--- config.mk ---
export PLATFORM = sky130hd
export DESIGN_NAME = bsst_cell
export DESIGN_NICKNAME = d
export VERILOG_FILES = /design/src/hdl/bsst_pkg.sv /design/src/hdl/bsst_cell.sv
export SDC_FILE = /design/constraint.sdc
export NUM_CORES = 1
export LEC_CHECK = 0
export ABC_AREA = 1
export BUFFER_PORTS_ARGS = -buffer_cell sky130_fd_sc_hd__buf_2
export CORE_UTILIZATION = 45
export DETAILED_ROUTE_END_ITERATION = 10
export PLACE_DENSITY_LB_ADDON = 0.08
export SETUP_SLACK_MARGIN = 0.15
export SYNTH_ARGS = -nofsm -noshare
export SYNTH_HDL_FRONTEND = slang
export SYNTH_SLANG_ARGS = --single-unit
--- constraint.sdc ---
create_clock -name clk -period 4 [get_ports clk]
set_input_delay 0.4 -clock clk [delete_from_list [all_inputs] [get_ports clk]]
set_output_delay 0.4 -clock clk [all_outputs]
set_load 0.005 [all_outputs]
--- src/hdl/bsst_pkg.sv ---
package bsst_pkg;

  localparam int DATA_W          = 32;
  localparam int COUNT_W         = 9;
  localparam int MAX_ENTRIES_DEF = 256;
  localparam int ADDR_W          = 3;

  localparam logic [COUNT_W-1:0] CAPACITY_RESET = 9'd256;

  // register index, taken from paddr[2]
  localparam logic REG_CAPACITY = 1'b0;

  typedef struct packed {
    logic              valid;
    logic [DATA_W-1:0] value;
    logic [DATA_W-1:0] gap;
  } tok_t;

  typedef enum logic [1:0] {
    ST_IDLE,
    ST_RUN,
    ST_FINISH
  } state_t;

endpackage

--- src/hdl/bsst_cell.sv ---
module bsst_cell import bsst_pkg::*; #(
  parameter int INDEX = 0,
  parameter int CW    = 9
) (
  input  logic          clk,
  input  logic          rst,
  input  logic [CW-1:0] slot,
  input  tok_t          tok_in,
  output tok_t          tok_out
);

  logic [DATA_W-1:0] stored;
  logic              occupied;
  logic              is_slot;
  logic              less;
  logic [DATA_W-1:0] gap;
  tok_t              tok_next;

  assign occupied = CW'(INDEX) < slot;
  assign is_slot  = CW'(INDEX) == slot;
  assign less     = $signed(tok_in.value) < $signed(stored);
  assign gap      = less ? (stored - tok_in.value) : (tok_in.value - stored);

  always_comb begin
    tok_next = tok_in;
    if (occupied && (gap < tok_in.gap)) begin
      tok_next.gap = gap;
    end
  end

  // the passing value lands in the first free cell
  always_ff @(posedge clk) begin
    if (tok_in.valid && is_slot) begin
      stored <= tok_in.value;
    end
  end

  always_ff @(posedge clk) begin
    if (rst) begin
      tok_out.valid <= 1'b0;
    end else begin
      tok_out.valid <= tok_next.valid;
    end
    tok_out.value <= tok_next.value;
    tok_out.gap   <= tok_next.gap;
  end

endmodule

==> results_dict.tcl, run 1 <==
set metrics [dict create \
    die_w_um 137 \
    drt-met1-wl_um 12400 \
    power_density_nw_per_um2 312 \
    synth-seq-cells 97 \
    cts.root.buffer_cell "clkbuf_16" \
    synthesis.area_um2 8190 \
    grt_pass1_wl_um 36900 \
    num_vias 8334 \
    slowest_stage "edfxtp_1" \
    power_mw 3.36 \
    clock-sinks 97 \
    yosys.area.top_type_share 0.207 \
    clk_path_buf_depth 2 \
    required_ps 4240 \
    h-tree-depth 3 \
    synthCells 1259 \
    rows 48 \
    grt_setup_unrepaired "true" \
    top_layer "met4" \
    worst_path_most_repeated_cell "nand2_2" \
    status "complete, no violations" \
    io_buffers 140 \
    route.met2.wl_um 10300 \
    drc 0 \
    start_util 0.467 \
    leakagePower_nw 6.08 \
    grt_max_degree 33 \
    synth-seq-area-share 0.276 \
    core_area_um2 17500 \
    synth_flop_cell "dfxtp_1" \
    final_common_cell "nand2_1" \
    min_period_ps 3980 \
    cts_tree "yes" \
    track_usage 0.258 \
    initialDrtViolationCount 461 \
    critPathLaunchType "register" \
    cap_violations 0 \
    drive_gt1_frac 0.235 \
    async_reset_ff_frac 0 \
    wl_met3_um 1440 \
    final_cell_mix "nand2_1, inv_1, buf_2" \
    skew_ps 9.79 \
    slew_headroom 0.696 \
    die_height_um 137 \
    critical_path_buf_inv_count 6 \
    via_per_inst 4.79 \
    critPathKind "register to register" \
    crit_path_max_incr_delay_ps 440 \
    setup_tns_ps 0 \
    grt.overflow.total 0 \
    slew_violations 0 \
    max_freq_ghz 0.251 \
    clkTransAtPathRegs_ps 80 \
    ys_warn_count 0 \
    synth_edf_count 32 \
    wl_per_cell_um 14.1 \
    path_max_fanout 6 \
    antenna_found_initial 0 \
    crit_family "simple AND/OR/NAND/NOR gates" \
    setup-violations-final 0 \
    clock_latency_ps 360 \
    post_synth.cell_area_avg_um2 6.50 \
    detail-route-antenna-nets 0 \
    first_pass_iters 7 \
    grt_pass1_vias 7410 \
    area_delta_synth_final_pct 31.2 \
    worst_pin_slew_ps 451 \
    end_kind "register" \
    hold_class "input pin to register" \
    fin_hold_ws_ps 174 \
    routed_wl_um 24500 \
    rrSetupSlack_ps 20 \
    placedCellCount 1706 \
    synth_top_area_cell "nand2_1" \
    syn_nets 1431 \
    fin_util 0.613 \
    num_io_pins 141 \
    ir_worst_vdd_v 0.000258 \
    ys_top_cells_by_area "nand2_1, dfxtp_1, ha_1" \
    synth.distinct_cells 35 \
    dieArea_um2 18700 \
    crit_arrival_ps 4220 \
    nNetsFinal 1682 \
    final_cells 1740 \
    gp_routability_congestion 0.949 \
    cts_made_buffers 9 \
    n_antenna_cell 0 \
    hold_viol 0 \
    dp_hpwl_um 20000 \
    finalCritPeriodShare 0.995 \
]
per-layer routing:
layer	vias up	track usage
li1	4385	-
met1	3655	0.394
met2	273	0.382
met3	21	0.0256
met4	0	0.0659
met5	-	0
repair_timing:
action | 4_1_cts | 5_1_grt
buffers inserted | 2 | 9
setup endpoints to repair | 32 | 32
gates resized for setup | 27 | 74
cloned | 4 | 3
hold buffers | 0 | 0
pin swaps | 5 | 26
metrics by stage:
step / cell area [um^2] / worst slack [ps]
after CTS: 10300 / 152
after global routing: 10700 / -175
final: 10700 / 21.6
after global placement: 9830 / -11.8
after detailed placement: 9830 / -118
after floorplan: 8190 / 150
final cells by class:
type	instances	area [um^2]
Fill cell	1697	6790
Clock buffer	9	225
Tap cell	225	282
Inverter	229	867
Timing Repair Buffer	258	1700
Sequential cell	97	2260
Multi-Input combinational cell	915	5300
Clock inverter	7	109
flip-flops by register name (all words and copies together) (netlist names):
register / flops
stored: 32
tok_out: 65
cells in the mapped netlist (7+ instances only):
cell	number
dfxtp_1	65
a21oi_1	77
o21bai_1	8
nor2_1	66
ha_1	94
nand3_1	79
xor2_1	25
nand2_1	452
nand4_1	11
and2_1	34
edfxtp_1	32
inv_1	228
o21ai_0	28
buf_2	7
xnor2_1	8
buf_4	7
final timing paths:
path	from	endpoint	cells past startpoint
hold reg to reg	stored[0]	tok_out[0]	2
setup reg to reg	stored[0]	tok_out[12]	28
hold / removal	tok_in[63]	tok_out[63]	1
setup / recovery	stored[0]	tok_out[12]	28
cells by family after synthesis:
group                      count (synthesis)  share of synthesized area
xor gates and xnor gates                  35                     0.0406
adders and majority gates                 96                      0.149
and+or+nand+nor                          661                      0.336
buffers and inverters                    247                      0.118
DFF                                       97                      0.276
AOI/OAI and AO/OA                        123                     0.0807
where the power goes:
group / leakage (nW) / internal, mW / switching [mW]
Combinational: 5.08 / 0.564 / 0.658
Sequential: 0.836 / 1.13 / 0.0220
Clock: 0.164 / 0.562 / 0.424
Note: power is estimated with default switching activity, not from simulation.
==> inputs of run 2 (changes only) <==
==> constraint.sdc (replaced) <==
create_clock -name clk -period 4 [get_ports clk]
set_input_delay 0.8 -clock clk [delete_from_list [all_inputs] [get_ports clk]]
set_output_delay 0.8 -clock clk [all_outputs]
set_load 0.005 [all_outputs]
==> results_dict.tcl, run 2 (synthesis results as in run 1) <==
set metrics [dict create \
    status "finished, violations left" \
    violations "negative setup slack" \
    grt_pass1_vias 8233 \
    setup_tns_ps -1710 \
    largest_reg_flops 65 \
    finalCritPeriodShare 1.02 \
    wl_per_cell_um 13.3 \
    initialDrtViolationCount 446 \
    area_delta_synth_final_pct 48.4 \
    power_density_nw_per_um2 280 \
    top_regs "tok_out (65), stored (32)" \
    dieArea_um2 18700 \
    cap_violations 0 \
    critPathLaunchType "input pin" \
    detail-route-antenna-nets 0 \
    dp_hpwl_um 19900 \
    clk_path_buf_depth 2 \
    required_ps 4250 \
    nNetsFinal 1836 \
    grt_setup_unrepaired "true" \
    routed_wl_um 25100 \
    io_buffers 140 \
    power_mw 3.40 \
    slew_headroom 0.690 \
    final_common_cell "nand2_1" \
    slowest_stage "fa_2" \
    end_kind "register" \
    n_antenna_cell 0 \
    die_w_um 137 \
    grt_max_degree 34 \
    ir_worst_vdd_v 0.000222 \
    skew_ps 13.7 \
    crit_path_end "tok_out[9]" \
    min_period_ps 4080 \
    min_path_cells 1 \
    cts_made_buffers 9 \
    num_io_pins 141 \
    setup-violations-final 32 \
    drive_gt1_frac 0.320 \
    gp_routability_congestion 0.972 \
    rrSetupSlack_ps 10 \
    slew_violations 0 \
    path_max_fanout 8 \
    num_vias 8892 \
    cts.root.buffer_cell "clkbuf_16" \
    track_usage 0.272 \
    fin_util 0.693 \
    r2r_cells 31 \
    grt_pass1_wl_um 39600 \
    crit_arrival_ps 4330 \
    antenna_found_initial 0 \
    worst_path_most_repeated_cell "nand2_2" \
    hold_viol 0 \
    critPathKind "input pin to register" \
    clkTransAtPathRegs_ps 80 \
    via_per_inst 4.69 \
    start_util 0.467 \
    crit_path_start "tok_in[32]" \
    cts_tree "yes" \
    timing.rr.end "tok_out[9]" \
    place_ws_ps -460 \
    final_area_um2 12200 \
    clock_latency_ps 360 \
    die_height_um 137 \
    hold_class "input pin to register" \
    max_freq_ghz 0.245 \
    crit_path_max_incr_delay_ps 350 \
    drc 0 \
    grt.overflow.total 0 \
    leakagePower_nw 6.88 \
    final.setup.worst_slack_ps -81.0 \
    first_pass_iters 6 \
    worst_pin_slew_ps 464 \
    place_area_um2 11100 \
    h-tree-depth 3 \
    final_cell_mix "nand2_1, buf_4, inv_1" \
    rows 48 \
    core_area_um2 17500 \
    clock-sinks 97 \
    largest-register "tok_out" \
    r2r_start "stored[0]" \
]
[run 2: cell count changes in the layout (fill, tap and decap cells not counted), moves of 7 or more]
cell     before  now
buf_12        2    9
nand2_1     437  424
ha_4          9   16
nand3_2      14   21
buf_4        98  252
buf_6        14    6
nand2_2      18   30
nand3_1      64   56
[run 2: how the worst min path moves through the flow]
| stage | from | to |
|---|---|---|
| floorplan | stored[0] | tok_out[0] |
| global placement | stored[0] | tok_out[0] |
| detailed placement | stored[0] | tok_out[0] |
| CTS | tok_in[41] | tok_out[41] |
| global route | tok_in[41] | tok_out[41] |
| finish | tok_in[41] | tok_out[41] |
[run 2: worst max-delay path, delay by kind of cell]
kind / cells / cell delay (ps)
AND/OR/NAND/NOR: 18 / 1340
buffers and inverters: 10 / 1040
adder cells (fa/ha/maj): 3 / 760
XOR/XNOR: 1 / 180
AO/OA/AOI/OAI: 1 / 180
[run 2: area by class of cell]
type | count | area, um^2
multi-input combinational | 915 | 5460
fill | 1531 | 5380
timing repair buffer | 412 | 3000
sequential | 97 | 2260
inverter | 229 | 880
tap | 225 | 282
clock buffer | 9 | 225
clock inverter | 7 | 53.8
[run 2: routing by layer]
metal | track usage | vias up | share of wire
li1 | - | 4698 | -
met2 | 0.413 | 235 | 0.42
met3 | 0.0230 | 32 | 0.040
met4 | 0.0934 | 0 | 0.022
met1 | 0.400 | 3927 | 0.52
met5 | 0 | - | 0
[run 2: through the flow]
stage | hold WS (ps) | instances
floorplan | 610 | 1259
global placement | 649 | 1857
detailed placement | 661 | 1857
CTS | 559 | 1887
global route | 560 | 1894
finish | 569 | 1894
[run 2: power by group]
part           total (mW)  internal [mW]  switching [mW]  leakage (nW)
combinational        1.41          0.704           0.701          5.91
clock               0.851          0.429           0.421         0.136
sequential           1.15           1.13          0.0237         0.836
total                3.40           2.26            1.15          6.88
[run 2: repair_timing]
action	CTS	global route
resized for setup	54	49
pin swaps	2	38
setup endpoints to repair	32	32
buffers inserted	10	4
hold buffers	0	0
gates cloned	4	3
